File: src/design/wrs_mul.sv
module wrs_mul #(
    parameter int A_W = 36,
    parameter int B_W = 32
) (
    input  logic               i_clk,
    input  logic               i_rst_n,
    input  logic               i_start,
    input  logic [A_W-1:0]     i_a,
    input  logic [B_W-1:0]     i_b,
    output logic               o_done,
    output logic [A_W+B_W-1:0] o_product
);
    localparam int P_W  = A_W + B_W;
    localparam int CW   = $clog2(B_W + 1);

    logic [P_W-1:0] r_acc, n_acc;
    logic [P_W-1:0] r_a, n_a;
    logic [B_W-1:0] r_b, n_b;
    logic [CW-1:0]  r_cnt, n_cnt;
    logic           r_busy, n_busy;
    logic           r_done, n_done;

    // Shift and add one multiplier bit per cycle
    always_comb begin
        n_acc  = r_acc;
        n_a    = r_a;
        n_b    = r_b;
        n_cnt  = r_cnt;
        n_busy = r_busy;
        n_done = 1'b0;
        if (i_start) begin
            n_acc  = '0;
            n_a    = P_W'(i_a);
            n_b    = i_b;
            n_cnt  = CW'(B_W);
            n_busy = 1'b1;
        end else if (r_busy) begin
            if (r_b[0]) begin
                n_acc = r_acc + r_a;
            end
            n_a   = r_a << 1;
            n_b   = r_b >> 1;
            n_cnt = r_cnt - CW'(1);
            if (r_cnt == CW'(1)) begin
                n_busy = 1'b0;
                n_done = 1'b1;
            end
        end
    end

    always_ff @(posedge i_clk) begin
        if (!i_rst_n) begin
            r_busy <= 1'b0;
            r_done <= 1'b0;
            r_cnt  <= '0;
        end else begin
            r_busy <= n_busy;
            r_done <= n_done;
            r_cnt  <= n_cnt;
        end
    end

    always_ff @(posedge i_clk) begin
        r_acc <= n_acc;
        r_a   <= n_a;
        r_b   <= n_b;
    end

    assign o_done    = r_done;
    assign o_product = r_acc;

    a_start_idle: assert property (@(posedge i_clk) disable iff (!i_rst_n)
        i_start |-> !r_busy) else $error("multiply started while busy");
    a_done_pulse: assert property (@(posedge i_clk) disable iff (!i_rst_n)
        r_done |=> !r_done) else $error("done held longer than one cycle");
    a_last_step: assert property (@(posedge i_clk) disable iff (!i_rst_n)
        (r_busy && r_cnt == CW'(1)) |=> (r_done && !r_busy))
        else $error("multiply did not finish after last bit");

endmodule

File: config.mk
export PLATFORM = sky130hd
export DESIGN_NAME = wrs_mul
export DESIGN_NICKNAME = d
export VERILOG_FILES = /design/src/design/wrs_mul.sv
export SDC_FILE = /design/constraint.sdc
export NUM_CORES = 1
export LEC_CHECK = 0
export ABC_CLOCK_PERIOD_IN_PS = 4180
export CORE_MARGIN = 5
export CORE_UTILIZATION = 56
export DETAILED_ROUTE_END_ITERATION = 10
export DONT_BUFFER_PORTS = 1
export PLACE_DENSITY = 0.8
export SLEW_MARGIN = 20
export SYNTH_ARGS = -nofsm -noshare
export SYNTH_HDL_FRONTEND = slang
export SYNTH_SLANG_ARGS = --single-unit
export TNS_END_PERCENT = 20
File: constraint.sdc
create_clock -name i_clk -period 4.18 [get_ports i_clk]
set_input_delay 0.209 -clock i_clk [delete_from_list [all_inputs] [get_ports i_clk]]
set_output_delay 0.209 -clock i_clk [all_outputs]
set_load 0.02 [all_outputs]
* Word-level counts from Yosys, hierarchy flattened
Index checks and enable logic that the tools add are counted.
** Word-level totals
- Input port bits :: 71
- Word-level logic and storage cells :: 27
- Output and inout bits :: 69
- Bits in registers :: 176
** Cells by class
- $add $sub $neg :: 2
- Equality and inequality tests :: 1
- Reductions and logical operators :: 4
- Bitwise gates (word level) :: 2
- Mux-type cells :: 10
** Operators by type and width (count)
- $mux 36 :: 2
- $add 68x68->68 :: 1
- $mux 32 :: 2
- $mux 6 :: 2
- $eq 6x1->1 const B :: 1
- $sub 6x1->6 const B :: 1
- $mux 1 :: 4
- $reduce_or 3->1 :: 1
- $not 1->1 :: 2
- $reduce_and 2->1 :: 1
- $reduce_bool 2->1 :: 1
- $reduce_or 2->1 :: 1

* Logic depth before layout (Yosys ltp)
Gate-level depths: netlist (run 1).
- Depth after elaboration :: 4
- Mapped depth :: 12
- Mapped depth without buffers :: 12

* Worst setup path before layout (run 1)
No wires, ideal clock.
- Path kind :: reg2reg
- Start :: reg r_acc[0] (netlist: o_product[0])
- End :: reg r_acc[38] (netlist: o_product[38])
- Clock period less this slack :: 3.030 ns
- Setup time :: 0.117 ns
- Data required time :: 4.063 ns
- Path buffers :: 0
- Cell stages (with the launch flop) :: 13
- Data arrival time :: 2.913 ns
- Setup slack :: 1.150 ns
- Cells stage by stage :: dfxtp_1 ha_1 fa_1 a211oi_1 o21bai_1 a21oi_2 nand2_1 a41oi_2 o21ai_1 a21oi_1 nor3_1 or3_1 a32o_1
** Between the ends
- Word-level cells in the longest chain between the ends :: 1
** RTL lines
- start, declared :: line 16 : logic [P_W-1:0] r_acc, n_acc;
- start signal, assigned :: line 64 : r_acc <= n_acc;
- $add 68x68->68 :: line 39 : n_acc = r_acc + r_a;
Every way passes these cells.
A chain may end at the register's enable or synchronous reset.

* Worst setup path in the final report (run 1)
- Start :: reg r_acc[0] (netlist: o_product[0])
- End :: reg r_acc[66] (netlist: o_product[66])
The elaborated chain is that of the path after synthesis.

==> out/results.txt, run 1 <==
Status - finished clean
Pre-Repair DR Iteration Count - 6
Post-route ant nets - 0
Post-Syn Nets - 1,299
H-tree levels - 4
Worst-path maximum fanout - 4
Clock sinks - 176
Worst endpoint required time - 4490 ps
FFs w/ async S/R, synth - 0%
CP max-delay cell - fa_1
Reg power frac - 47.1%
CTS Buf Count - 17
RSZ-0062 raised after global routing - no
Hold WS - 40.58 ps
HPWL after DPL - 18,330 um
FF+latch count, synth - 176
Post-synthesis cell area - 10,600 um^2
Lkg Pwr - 4.734 nW
CP startpoint kind - register
Number of port buffers - 0
Hold Vio Cnt, Final - 0
Peak supply drop - 0.2872 mV
DIE HEIGHT - 147.6 um
DR iter-0 viols - 565
Global route overflow - 0
Avg Synthesized Cell Area - 9.156 um^2
DIE AREA - 21,790 um^2
NetSw - 1.263 mW
Hold Crit Class - primary input to register
GRT Total Usage - 23.99%
Clk_lat worst skew - 440 ps
Setup violations, final - 0
Final min period - 3531 ps
Final WL - 26,710 um
Register area share after synthesis - 39.65%
CTS tree - yes
Quantity of gates resized following cts - 0
Dominant synthesized flop cell - dfxtp_1
WP data arrival - 3840 ps
Synth cell types - 73
Worst Setup SP - o_product[0]
Total core area - 18,710 um^2
CTS Buffer Depth - 2
Hold Crit Start - i_start
Nets - 1,335
R2R Path Start - o_product[0]
# diodes - 0
WS Path Type - register to register
PD cells - 356.3 nW/um^2
Vias per cell - 6.062
Worst-path clk slew - 80 ps
Power Internal - 3.018 mW
Switching part of the total - 29.50%
Die width - 147.6 um
Initial antenna violation count - 1
WL/cell - 18.53 um
Vias in the first global route - 8,805
Slew @ Worst Pin - 1063 ps
Initial Util - 56.68%
DR vias - 8,735
Largest net degree at the start of global routing - 80
Maximum clock rate - 283.2 MHz
Comb pwr share - 16.9%
Fin crit share - 84.47%
Root Driver - clkbuf_16
Rows - 50
Fin. max-slew vios - 0
Worst Setup End Kind - register
Area added between synthesis and finish - 13.30%
CP cell instances - ha_1 -> fa_1 -> a211oi_1 -> o21bai_1 -> a21oi_2 -> nand2_1 -> a41oi_2 -> o22ai_1 -> or4_1 -> a31oi_1 -> xor2_1 -> o21ai_1
Clock skew - 12.10 ps
Relative slew slack - 29.08%
First-pass GRT wire length - 43,090 um
IO Pins - 140
Clock group share of total power - 36.0%
Synth warnings - 0
Post-route DRC - 0
TNS Setup - 0 ps
Mapped Cells - 1,158
Total of max-cap violations - 0
Ratio of cells with drive above 1 in the final layout - 11.02%
Crit path largest cell delay - 440 ps
Final Wtd Congestion - 0.9549
Number of synthesized flops with an enable pin - 68
through the flow:
stage	instances	cell area (um^2)	utilization, %	power, mW	setup WS, ps
3_5_place_dp	1339	10720	57.30	2.690	707.7
3_3_place_gp	1339	10720	57.30	2.675	783.0
5_1_grt	1441	12010	64.22	4.480	502.6
6_report	1441	12010	64.22	4.281	649.1
4_1_cts	1438	11980	64.05	4.301	652.9
2_1_floorplan	1158	10600	-	2.568	1150
state kept, by name, indices dropped and copies added (netlist names):
name,cells
r_b,32
o_product,68
o_done,1
r_a,68
r_busy,1
r_cnt,6
synth_stat cells, types with 32 or more instances:
cell type / instances / area [um^2]
o21ai_0: 53 / 265.3
a21oi_1: 122 / 610.6
dfxtp_1: 108 / 2162
xnor2_1: 35 / 306.5
nor2_1: 99 / 371.6
nand2_1: 144 / 540.5
clkbuf_1: 45 / 168.9
mux2_2: 66 / 743.2
edfxtp_1: 68 / 2042
a21o_1: 32 / 240.2
mux2i_1: 34 / 340.3
ha_1: 69 / 863.3
layout by cell type (no fill, tap or decap), types with 21 or more instances in the layout:
cell | synthesis | layout
a21o_1 | 32 | 32
a21oi_1 | 122 | 122
dfxtp_1 | 108 | 107
dlygate4sd3_1 | 0 | 69
edfxtp_1 | 68 | 68
ha_1 | 69 | 69
inv_1 | 21 | 21
mux2_2 | 66 | 66
mux2i_1 | 34 | 34
nand2_1 | 144 | 144
nand4_1 | 26 | 26
nor2_1 | 99 | 98
o21ai_0 | 53 | 53
o21ai_1 | 25 | 25
xnor2_1 | 35 | 35
xor2_1 | 26 | 26
routing by layer:
metal  routed length (um)  track usage, %
met2                13170           42.99
met1                10990           27.87
met5                   13               0
met3                 2000           7.449
met4                  527           6.198
cell type report:
| cell class | instances | area, um^2 |
|---|---|---|
| fillers | 1468 | 6693 |
| well taps | 234 | 292.8 |
| repair buffers | 79 | 785.8 |
| inverters | 21 | 78.83 |
| multi-input cells | 899 | 6076 |
| flip-flops and latches | 176 | 4205 |
| clock buffers | 18 | 429.2 |
| clock inverters | 14 | 145.1 |
worst paths after layout:
| kind | to | slack (ps) | depth (start not counted) |
|---|---|---|---|
| worst max register to register | o_product[66] | 650 | 12 |
| worst max-delay path | o_product[66] | 650 | 12 |
| worst min register to register | r_a[36] | 530 | 2 |
| worst min-delay path | r_a[23] | 40 | 1 |
power groups by stage:
stage	Combinational (mW)	Clock [mW]	Sequential, mW
after detailed placement	0.638	0	2.05
after global routing	0.794	1.66	2.03
after CTS	0.708	1.58	2.01
after global placement	0.626	0	2.05
after floorplan	0.546	0	2.02
final	0.722	1.54	2.02
cells by family after synthesis:
| family | Yosys count | share of synthesized area [%] |
|---|---|---|
| AND/OR/NAND/NOR | 349 | 14.87 |
| AO/OA/AOI/OAI | 318 | 18.70 |
| flip-flops | 176 | 39.65 |
| multiplexers | 101 | 10.33 |
| buffers and inverters | 83 | 3.080 |
| adder cells (fa/ha/maj) | 70 | 8.331 |
| XOR/XNOR | 61 | 5.039 |
critical path, delay by kind of cell (launching register included):
kind                       cells  cell delay, ps
AOI/OAI and AO/OA              7            1510
xor gates and xnor gates       1             160
adders and majority gates      2             740
DFF                            1             410
and+or+nand+nor                2             590
what timing repair did:
| action | CTS | global route |
|---|---|---|
| buffers inserted | 0 | 0 |
| endpoints found under the setup margin | 0 | 0 |
| hold endpoints to repair | 134 | 3 |
| hold buffers | 67 | 3 |
Power figures use the tool's default switching activity.
==> run 2: changes to the inputs <==
--- a/config.mk
+++ b/config.mk
@@ -5,7 +5,7 @@
 export SDC_FILE = /design/constraint.sdc
 export NUM_CORES = 1
 export LEC_CHECK = 0
-export ABC_CLOCK_PERIOD_IN_PS = 4180
+export ABC_CLOCK_PERIOD_IN_PS = 3680
 export CORE_MARGIN = 5
 export CORE_UTILIZATION = 56
 export DETAILED_ROUTE_END_ITERATION = 10
==> constraint.sdc (replaced) <==
create_clock -name i_clk -period 3.68 [get_ports i_clk]
set_input_delay 0.184 -clock i_clk [delete_from_list [all_inputs] [get_ports i_clk]]
set_output_delay 0.184 -clock i_clk [all_outputs]
set_load 0.02 [all_outputs]
==> run 2 against run 1 <==
Compared with the run above: clock skew increased by 2.9 ps; worst hold slack better by 5.2 ps; utilization increased by 0.39 points; sequential power grew 13%; maximum frequency rose by 4.6%.
==> out/results.txt, run 2 (synthesized netlist as in run 1, its figures left out) <==
Rows - 50 (unchanged)
DR vias - 8,737 (+0.023%)
Hold Vio Cnt, Final - 0 (unchanged)
Hold Crit Class - primary input to register
Final min period - 3377 ps (-153.9 ps)
PnR Total Power - 4.910 mW (+15%)
Total of max-cap violations - 0 (unchanged)
Placed cell area - 10,730 um^2 (+0.14%)
CP max-delay cell - fa_1
Initial antenna violation count - 0 (-1)
Placed cell count - 1,341 (+0.15%)
Multi-input logic area - 6086 um^2 (+0.16%)
Pre-CTS WS - 326.3 ps (-381.5 ps)
H-tree levels - 4 (unchanged)
Fin. max-slew vios - 0 (unchanged)
Maximum clock rate - 296.1 MHz (+4.6%)
Crit path largest cell delay - 440 ps (about the same)
DR iter-0 viols - 636 (+13%)
Status - finished clean
Fin crit share - 91.77% (+7.3 points)
Nets - 1,340 (+0.37%)
Peak supply drop - 0.3494 mV (+22%)
CP startpoint kind - register
Clock skew - 15.04 ps (+2.946 ps)
Clock sinks - 176 (unchanged)
Register area - 4205 um^2 (unchanged)
Post-route DRC - 0 (unchanged)
Vias in the first global route - 8,724 (-0.92%)
Worst endpoint required time - 4010 ps (-480 ps)
Number of stages on the worst hold path - 2 (+1)
Setup violations, final - 0 (unchanged)
Commonest non-fill, non-tap cells in the layout - 144 x nand2_1, 122 x a21oi_1, 107 x dfxtp_1
Largest net degree at the start of global routing - 92 (+15%)
Register-to-Register Path Depth - 12 (unchanged)
Worst Setup End Kind - register
Clk_lat worst skew - 440 ps (about the same)
IO Pins - 140 (unchanged)
Post-route cell area - 12,090 um^2 (+0.60%)
FF-to-FF End - o_product[38]
TNS Setup - 0 ps (unchanged)
Worst-path clk slew - 70 ps (about the same)
First-pass GRT wire length - 44,380 um (+3.0%)
Relative slew slack - 56.61% (+28 points)
# diodes - 0 (unchanged)
Post-route ant nets - 0 (unchanged)
Area added between synthesis and finish - 13.98%
CTS tree - yes
PD cells - 406.3 nW/um^2 (+14%)
Ratio of cells with drive above 1 in the final layout - 11.14% (+0.12 points)
WP data arrival - 3700 ps (-140 ps)
Final WS setup - 303.0 ps (-346.1 ps)
Layout fillers - 1,506 (+2.6%)
Non-Filler Instances - 1,446 (+0.35%)
Vias per cell - 6.042 (-0.32%)
Die width - 147.6 um (unchanged)
CTS Buf Count - 17 (unchanged)
Hold Crit Start - i_rst_n
WL/cell - 18.90 um (+2.0%)
CP cell instances - ha_1 -> fa_1 -> a211oi_1 -> o21bai_1 -> a21oi_2 -> nand2_1 -> a41oi_4 -> o21ai_1 -> a21oi_1 -> nor3_1 -> or3_1 -> a32o_1
Final Wtd Congestion - 0.9509 (-0.42%)
HPWL after DPL - 18,390 um (+0.32%)
Initial Util - 56.68% (unchanged)
Root Driver - clkbuf_16
Most common cell after layout, fill and taps aside - nand2_1
Pre-Repair DR Iteration Count - 5 (-1)
R2R Path Start - r_a[0]
Number of port buffers - 0 (unchanged)
GRT Total Usage - 25.04% (+1.0 points)
Worst-path maximum fanout - 4 (unchanged)
Total core area - 18,710 um^2 (unchanged)
DIE AREA - 21,790 um^2 (unchanged)
RSZ-0062 raised after global routing - no
Hold Crit Endpoint - r_cnt[3]
Slew @ Worst Pin - 648.5 ps (-414.2 ps)
Lkg Pwr - 4.768 nW (+0.71%)
CTS Buffer Depth - 2 (unchanged)
Hold WS - 45.74 ps (+5.158 ps)
R2R Setup Slk - 300 ps (-350 ps)
Final WL - 27,340 um (+2.4%)
Share of the core filled with cells - 64.61% (+0.39 points)
Global route overflow - 0 (unchanged)
WS Path Type - register to register
DIE HEIGHT - 147.6 um (unchanged)
[run 2: changes by cell type in the layout (fill, tap and decap cells not counted), sizes merged]
cell and change:
dlygate4sd3 +1, buf +4, clkbuf +1, clkinvlp -1
[run 2: area by class of cell]
cell class | instances | area share [%]
repair buffers | 84 | 7.040
well taps | 234 | 2.423
flip-flops and latches | 176 | 34.80
multi-input cells | 899 | 50.36
inverters | 21 | 0.6522
clock inverters | 13 | 1.149
clock buffers | 19 | 3.582
[run 2: routing by layer]
| layer | wire (um) | up-vias | GRT usage [%] |
|---|---|---|---|
| met2 | 13420 | 281 | 43.27 |
| met5 | 0 | - | 0 |
| li1 | - | 4291 | - |
| met1 | 11100 | 4119 | 29.99 |
| met4 | 575 | 0 | 7.363 |
| met3 | 2231 | 46 | 7.909 |
[run 2: critical path, delay by kind of cell (launching register included)]
kind	cells	cell delay, ps
AND/OR/NAND/NOR	3	610
adder cells (fa/ha/maj)	2	690
AO/OA/AOI/OAI	7	1590
flip-flops	1	380
[run 2: worst max-delay path by stage]
stage / startpoint / to / slack, ps / cells after the start
2_1_floorplan: o_product[0] / o_product[38] / 650 / 12
3_3_place_gp: r_a[0] / o_product[66] / 410 / 12
3_5_place_dp: r_a[0] / o_product[38] / 330 / 12
4_1_cts: r_a[0] / o_product[38] / 290 / 12
5_1_grt: r_a[16] / o_product[56] / 6 / 11
6_report: r_a[0] / o_product[38] / 300 / 12
[run 2: report_power, final]
group / total, mW / leakage, nW / switching, mW / internal, mW
Combinational: 0.846 / 2.93 / 0.480 / 0.366
Clock: 1.77 / 0.280 / 0.868 / 0.906
Sequential: 2.29 / 1.56 / 0.126 / 2.16
[run 2: what timing repair did]
| item | in CTS | in global routing |
|---|---|---|
| hold endpoints to repair | 139 | 0 |
| hold buffers | 73 | 0 |
| gates resized for setup | 0 | 1 |
| setup buffers | 0 | 0 |
| endpoints found under the setup margin | 0 | 1 |
